$ cat config.mk
export PLATFORM = sky130hd
export DESIGN_NAME = dcts_out_fifo
export DESIGN_NICKNAME = d
export VERILOG_FILES = /design/src/rtl/dcts_pkg.sv /design/src/rtl/dcts_out_fifo.sv
export SDC_FILE = /design/constraint.sdc
export NUM_CORES = 1
export LEC_CHECK = 0
export ABC_AREA = 1
export BUFFER_PORTS_ARGS = -buffer_cell sky130_fd_sc_hd__buf_2
export CAP_MARGIN = 20
export CORE_MARGIN = 10
export CORE_UTILIZATION = 49
export DETAILED_ROUTE_END_ITERATION = 12
export PLACE_DENSITY_LB_ADDON = 0.12
export SLEW_MARGIN = 40
export SYNTH_ARGS = -nofsm -noshare
export SYNTH_HDL_FRONTEND = slang
export SYNTH_SLANG_ARGS = --single-unit
$ cat constraint.sdc
create_clock -name clk -period 1.5 [get_ports clk]
set_clock_uncertainty 0.1 [all_clocks]
set_input_delay 0.15 -clock clk [delete_from_list [all_inputs] [get_ports clk]]
set_output_delay 0.15 -clock clk [all_outputs]
set_load 0.05 [all_outputs]
$ cat src/rtl/dcts_pkg.sv
`default_nettype none

package dcts_pkg;

    // parameter defaults
    localparam int unsigned DEF_TICK_RATE_HZ = 31250;
    localparam int unsigned DEF_NOTE_SLOTS   = 64;

    // result queue geometry
    localparam int unsigned OUT_DEPTH = 4;
    localparam int unsigned OUT_PTR_W = 2;
    localparam int unsigned OUT_CNT_W = 3;

    // input item kinds
    typedef enum logic [1:0] {
        KIND_WRITE = 2'd0,
        KIND_START = 2'd1,
        KIND_TICK  = 2'd2
    } kind_t;

    // one stored note, already converted to phase step and tick count
    typedef struct packed {
        logic [15:0] step;
        logic [15:0] count;
    } note_t;

    localparam int unsigned NOTE_W = $bits(note_t);

    // one result beat
    typedef struct packed {
        logic left_forward;
        logic right_forward;
        logic left_on;
        logic right_on;
        logic playing;
    } res_t;

    // pipeline occupancy reported by the core
    typedef struct packed {
        logic s1_valid;
        logic s2_valid;
    } core_stat_t;

endpackage

`default_nettype wire

$ cat src/rtl/dcts_out_fifo.sv
`default_nettype none

module dcts_out_fifo (
    input  wire logic                          clk,
    input  wire logic                          rst_n,
    input  wire logic                          push,
    input  wire dcts_pkg::res_t                push_data,
    input  wire logic                          pop,
    output logic                               valid,
    output dcts_pkg::res_t                     head,
    output logic [dcts_pkg::OUT_CNT_W-1:0]     count
);

    dcts_pkg::res_t                    entry_reg [dcts_pkg::OUT_DEPTH];
    logic [dcts_pkg::OUT_PTR_W-1:0]    wr_ptr_reg, wr_ptr_next;
    logic [dcts_pkg::OUT_PTR_W-1:0]    rd_ptr_reg, rd_ptr_next;
    logic [dcts_pkg::OUT_CNT_W-1:0]    count_reg, count_next;
    logic                              do_pop;

    assign do_pop = pop && (count_reg != '0);

    // pointer and fill bookkeeping
    always_comb
    begin
        wr_ptr_next = push ? wr_ptr_reg + 1'b1 : wr_ptr_reg;
        rd_ptr_next = do_pop ? rd_ptr_reg + 1'b1 : rd_ptr_reg;
        count_next  = count_reg;
        if (push && !do_pop)
        begin
            count_next = count_reg + 1'b1;
        end
        else if (!push && do_pop)
        begin
            count_next = count_reg - 1'b1;
        end
    end

    always_ff @(posedge clk or negedge rst_n)
    begin
        if (!rst_n)
        begin
            wr_ptr_reg <= '0;
            rd_ptr_reg <= '0;
            count_reg  <= '0;
        end
        else
        begin
            wr_ptr_reg <= wr_ptr_next;
            rd_ptr_reg <= rd_ptr_next;
            count_reg  <= count_next;
        end
    end

    // storage
    always_ff @(posedge clk)
    begin
        if (push)
        begin
            entry_reg[wr_ptr_reg] <= push_data;
        end
    end

    assign valid = (count_reg != '0);
    assign head  = entry_reg[rd_ptr_reg];
    assign count = count_reg;

endmodule

`default_nettype wire

# --- Word-level counts from Yosys, hierarchy flattened ---
# Memory sizes are Yosys's and may differ from the RTL's.
# Cells that the tools add are included.
# W data, S select, Z words.
totals:
  reg_bits: 7
  ramBits: 20
  inputBits: 9
  out_inout_bits: 9
  wordCells: 19
  n_memories: 1
mem_list:
  columns: ["memory", "words", "word_bits", "read_ports", "rd_ports_with_merged_regs", "wr", "line", "rtl"]
  rows:
  - ["entry_reg", 4, 5, 1, 0, 1, "dcts_out_fifo.sv:14", "dcts_pkg::res_t entry_reg [dcts_pkg::OUT_DEPTH];"]
op_classes:
  addsub: 4
  muxes: 4
  reduce_logical: 7
op_table:
  columns: ["cell", "count"]
  rows:
  - ["$mux W3", 2]
  - ["$add A2 B1 Y2 const B", 2]
  - ["$add A3 B1 Y3 const B", 1]
  - ["$logic_and A1 B1 Y1", 3]
  - ["$reduce_bool A3 Y1", 1]
  - ["$sub A3 B1 Y3 const B", 1]
  - ["$logic_not A1 Y1", 2]
  - ["$mux W1", 2]
  - ["$reduce_bool A2 Y1", 1]

# --- Logic depth before layout (Yosys ltp) ---
depth:
  ltp_word: 5
  ltp_mapped: 11
  depth_no_buf: 11

# --- Least setup slack after synthesis ---
# Ideal clock, no wire load.
synth_timing:
  path_type: "reg-to-reg"
  from: "register count_reg (netlist bit count[0])"
  to: "register count_reg (netlist bit count[2])"
  setup_ns: 0.119
  arrival_time_ns: 2.116
  required_ns: 1.281
  setup_slack_ns: -0.835
  path_stages_with_launch: 11
  n_path_buf: 0
  period_less_slack_ns: 2.335
  cell_sequence: "dfrtp_1 -> nor2_1 -> nand2_1 -> nand2_1 -> ha_1 -> inv_1 -> fa_1 -> nand2_1 -> nand3_1 -> nand2_1 -> nand2_1"
synth_via:
  elab_chain_len: 5
  elab_cells_between_ends: 10
  cone_classes: "add/sub (2); mux (2); reduce/logical (6)"
synth_rtl:
  columns: ["item", "line", "rtl"]
  rows:
  - ["start, declared", "dcts_out_fifo.sv:17", "logic [dcts_pkg::OUT_CNT_W-1:0] count_reg, count_next;"]
  - ["start signal, assigned", "dcts_out_fifo.sv:50", "count_reg <= count_next;"]
  - ["$reduce_bool A3 Y1 (*)", null, null]
  - ["via valid", "dcts_out_fifo.sv:9", "output logic valid,"]
  - ["$logic_and A1 B1 Y1 (*)", "dcts_out_fifo.sv:20", "assign do_pop = pop && (count_reg != '0);"]
  - ["$logic_not A1 Y1", "dcts_out_fifo.sv:28", "if (push && !do_pop)"]
  - ["$logic_and A1 B1 Y1", "dcts_out_fifo.sv:28", null]
  - ["$mux W3 / $reduce_bool A2 Y1 (equally long branches)", null, null]
# The timed path passes the listed nets; every way through them passes the cells marked *. The select of a mux whose other input is x is not followed.
# A chain may end at the register's enable or synchronous reset.

# --- Final worst setup path ---
layout_timing:
  from: "register count_reg (netlist bit count[1])"
  to: "register count_reg (netlist bit count[2])"
layout_via:
  elab_chain_len: 5
  elab_cells_between_ends: 10
  cone_classes: "add/sub (2); mux (2); reduce/logical (6)"
layout_rtl:
  columns: ["item"]
  rows:
  - ["parallel branches: the longest is 5 deep, another holds $sub A3 B1 Y3"]
# Several ways; the timed one is not identified. The select of a mux whose other input is x is not followed.

==> key figures <==
Routing
  • Via count: 870
  • 1st-iter DRT viols: 53
  • WL met1: 1040 um
  • Highest metal used: met4
  • DR vias/cell: 4.75
  • Router iterations before antenna repair: 4
  • ANT nets after route: 0
  • Routed wire per std cell: 13.1 um
  • Wire length on met3: approximately 160 um
  • Residual DRC: 0
  • WL final: about 2400 um
  • Met2 WL: roughly 1200 um

Timing
  • Fin crit share: 112%
  • RSZ-0062 raised after global routing: yes
  • Fin. max-slew vios: 0
  • Final worst slack: -0.181 ns
  • Final Critical Period: 1.68 ns
  • Final-report hold violation count: 0
  • Hold slack: 0.0257 ns
  • Final Setup Violations: 8
  • Slew headroom: 83.3%
  • Slew @ Worst Pin: 0.252 ns
  • Peak Freq: 595 MHz

Floorplan
  • Chip width: 70.1 um
  • Initial core utilization: 50.6%
  • Number of core rows: 18
  • Die area: 0.00492 mm2
  • Die Y: 70.1 um
  • Core area: 0.00243 mm2
  • IO Count: 18

GRT
  • Gr ovfl total: 0
  • First-pass GRT wire length: just under 4000 um
  • Number of global-route vias before repair: 848
  • Total track usage: 9.73%
  • Largest net degree at the start of global routing: 16
  • Antenna violations before repair: 0

Setup path
  • CP Launch Type: register
  • Most used cell, CP: nand2_1
  • Slowest cell on crit path: dfrtp_2
  • Crit-path max FO: 2
  • FF-to-FF Start: count[1]
  • Critical Path RT: 1.62 ns
  • Setup Crit Path Kind: register to register
  • Critical path origin: count[1]
  • Crit path buf inv count: 1
  • Arr. time, crit path: 1.80 ns
  • Worst path top cell family by delay: simple AND/OR/NAND/NOR gates
  • Setup crit end kind: register
  • Worst path cell trace: nor2_4, nand2_4, nand2_4, ha_4, inv_2, fa_2, nand2_1, nand3_1, nand2_1, nand2_1
  • Crit-path max cell delay: 0.45 ns

Final layout
  • Final Cell Area: approximately 0.0017 mm2
  • Util after Layout: 68.0%
  • Commonest cells after routing, fill and taps aside: nand2_1, inv_1, edfxtp_1
  • N_diodes: 0
  • Nets: between 150 and 200
  • Share of layout cells above drive strength 1: 35.3%
  • Commonest non-fill, non-tap cell in the layout: nand2_1
  • Area Overhead vs Synth: 34.3%
  • Max reg flops: 20

CTS
  • CTS tree: yes
  • H-tree Lvls: 1
  • TritonCTS Buffers: 3
  • Clk root buf: clkbuf_4
  • Longest Clk Path Bufs: 2
  • Clock-pin slew on the worst setup and hold paths: 0.13 ns
  • Clock Sinks: 27
  • Worst-Skew Late Latency: 0.32 ns

Synthesis
  • Mean Syn Cell Area: 11.0 um2
  • Synth top area cells: edfxtp_1, dfrtp_1, nand2_1
  • Most area-hungry cell type in the Yosys netlist: edfxtp_1
  • Netlist Area Pre-Place: 0.00123 mm2
  • Syn nets: 127
  • Synth Instances: between 100 and 150
  • Library cells used by synthesis: 17
  • Seq/Total Area, Yosys: 63.0%
  • Yosys top cell area share: 48.8%
  • FF+latch count, synth: 27
  • Yosys warns: 0

Placement
  • Area after DPL: about 0.0014 mm2
  • Gpl congestion: 0.811
  • Port Buffers: 17
  • Dpl hpwl: 1610 um

Pwr
  • Psw: ~1.6 mW
  • Maximum VDD drop: 1.33 mV
  • Power Dens Cells: 2160 mW/mm2
  • Comb pwr share: about three fifths
  • P_int: 1.94 mW
  • Switching part of the total: 45.8%
  • Clock power frac: 8.3%
  • Flop pwr share: between 30 and 40%
  • Static power due to leakage: 0.779 nW

Status
  • Status: complete, but fails checks
  • Failing checks: negative setup slack

Min path
  • Worst hold path startpoint: push
  • Hold/Removal Path Class: input port to register

Run
  • Max_cap viols: 0
## layout make-up
cell class	count	area [um2]
clock buffers	3	22.5
fillers	187	778
inverters	23	93.8
flip-flops and latches	27	781
repair buffers	38	309
clock inverters	1	5.00
multi-input cells	59	389
well taps	30	37.5
repair inverters	2	16.3
## synth_stat cells
master	n
buf_6	2
clkbuf_2	1
dfrtp_1	7
edfxtp_1	20
fa_1	1
ha_1	5
inv_1	22
inv_2	1
nand2_1	35
nand3_1	3
nand4_1	1
nor2_1	1
o211ai_1	9
o211ai_2	1
o21ai_0	1
xnor2_1	1
xor2_1	1
## path summary, 6_finish.rpt
kind	endpoint	depth (start not counted)	slack, ns
hold reg to reg	rd_ptr_reg[1]	2	0.44
max in group asynchronous	rd_ptr_reg[0]	2	1.05
setup / recovery	count[2]	10	-0.18
min in group asynchronous	wr_ptr_reg[1]	2	0.07
setup reg to reg	count[2]	10	-0.18
hold / removal	wr_ptr_reg[0]	2	0.03
## metrics by stage
step                      worst slack [ns]  power [mW]  instances  TNS (ns)
after floorplan                     -0.379        2.42        112    -0.743
after global placement             -0.0901        2.77        161    -0.158
after detailed placement            -0.147        2.82        161    -0.253
after CTS                           -0.177        3.50        180    -0.866
after global routing                -0.304        3.83        183     -1.68
final                               -0.181        3.58        183    -0.931
## kinds of logic (layout without fill, tap and decap cells)
kind of cell,count (synthesis),after routing,share of synthesized area (%)
simple gates,40,40,12.7
flops,27,27,63.0
buf+inv,26,67,9.25
compound gates,11,11,6.91
fa+ha+maj,6,6,6.71
xor+xnor,2,2,1.42
## worst reg2reg max path: cells and delay by family (launching register included)
kind | cells | cell delay [ns]
AND/OR/NAND/NOR | 7 | 0.54
adder cells (fa/ha/maj) | 2 | 0.47
flip-flops | 1 | 0.45
buffers and inverters | 1 | 0.04
## power groups by stage
stage | Clock [mW] | Sequential [mW] | Combinational (mW)
floorplan | 0 | 1.31 | 1.11
global placement | 0 | 1.15 | 1.63
detailed placement | 0 | 1.15 | 1.67
CTS | 0.299 | 1.14 | 2.06
global route | 0.350 | 1.16 | 2.32
finish | 0.296 | 1.14 | 2.14
## routing by layer
metal | up-vias | track usage [%]
met4 | 0 | 3.73
met1 | 399 | 11.3
met3 | 7 | 4.38
li1 | 444 | -
met5 | - | 0
met2 | 20 | 15.3
## repair_timing
item / CTS / global route
setup buffers: 7 / 3
hold endpoints to repair: 27 / 1
pin swaps: 4 / 4
gates cloned: 2 / 0
setup endpoints to repair: 8 / 8
gates resized for setup: 18 / 8
hold buffers: 6 / 1
(Power assumes the default switching activity.)
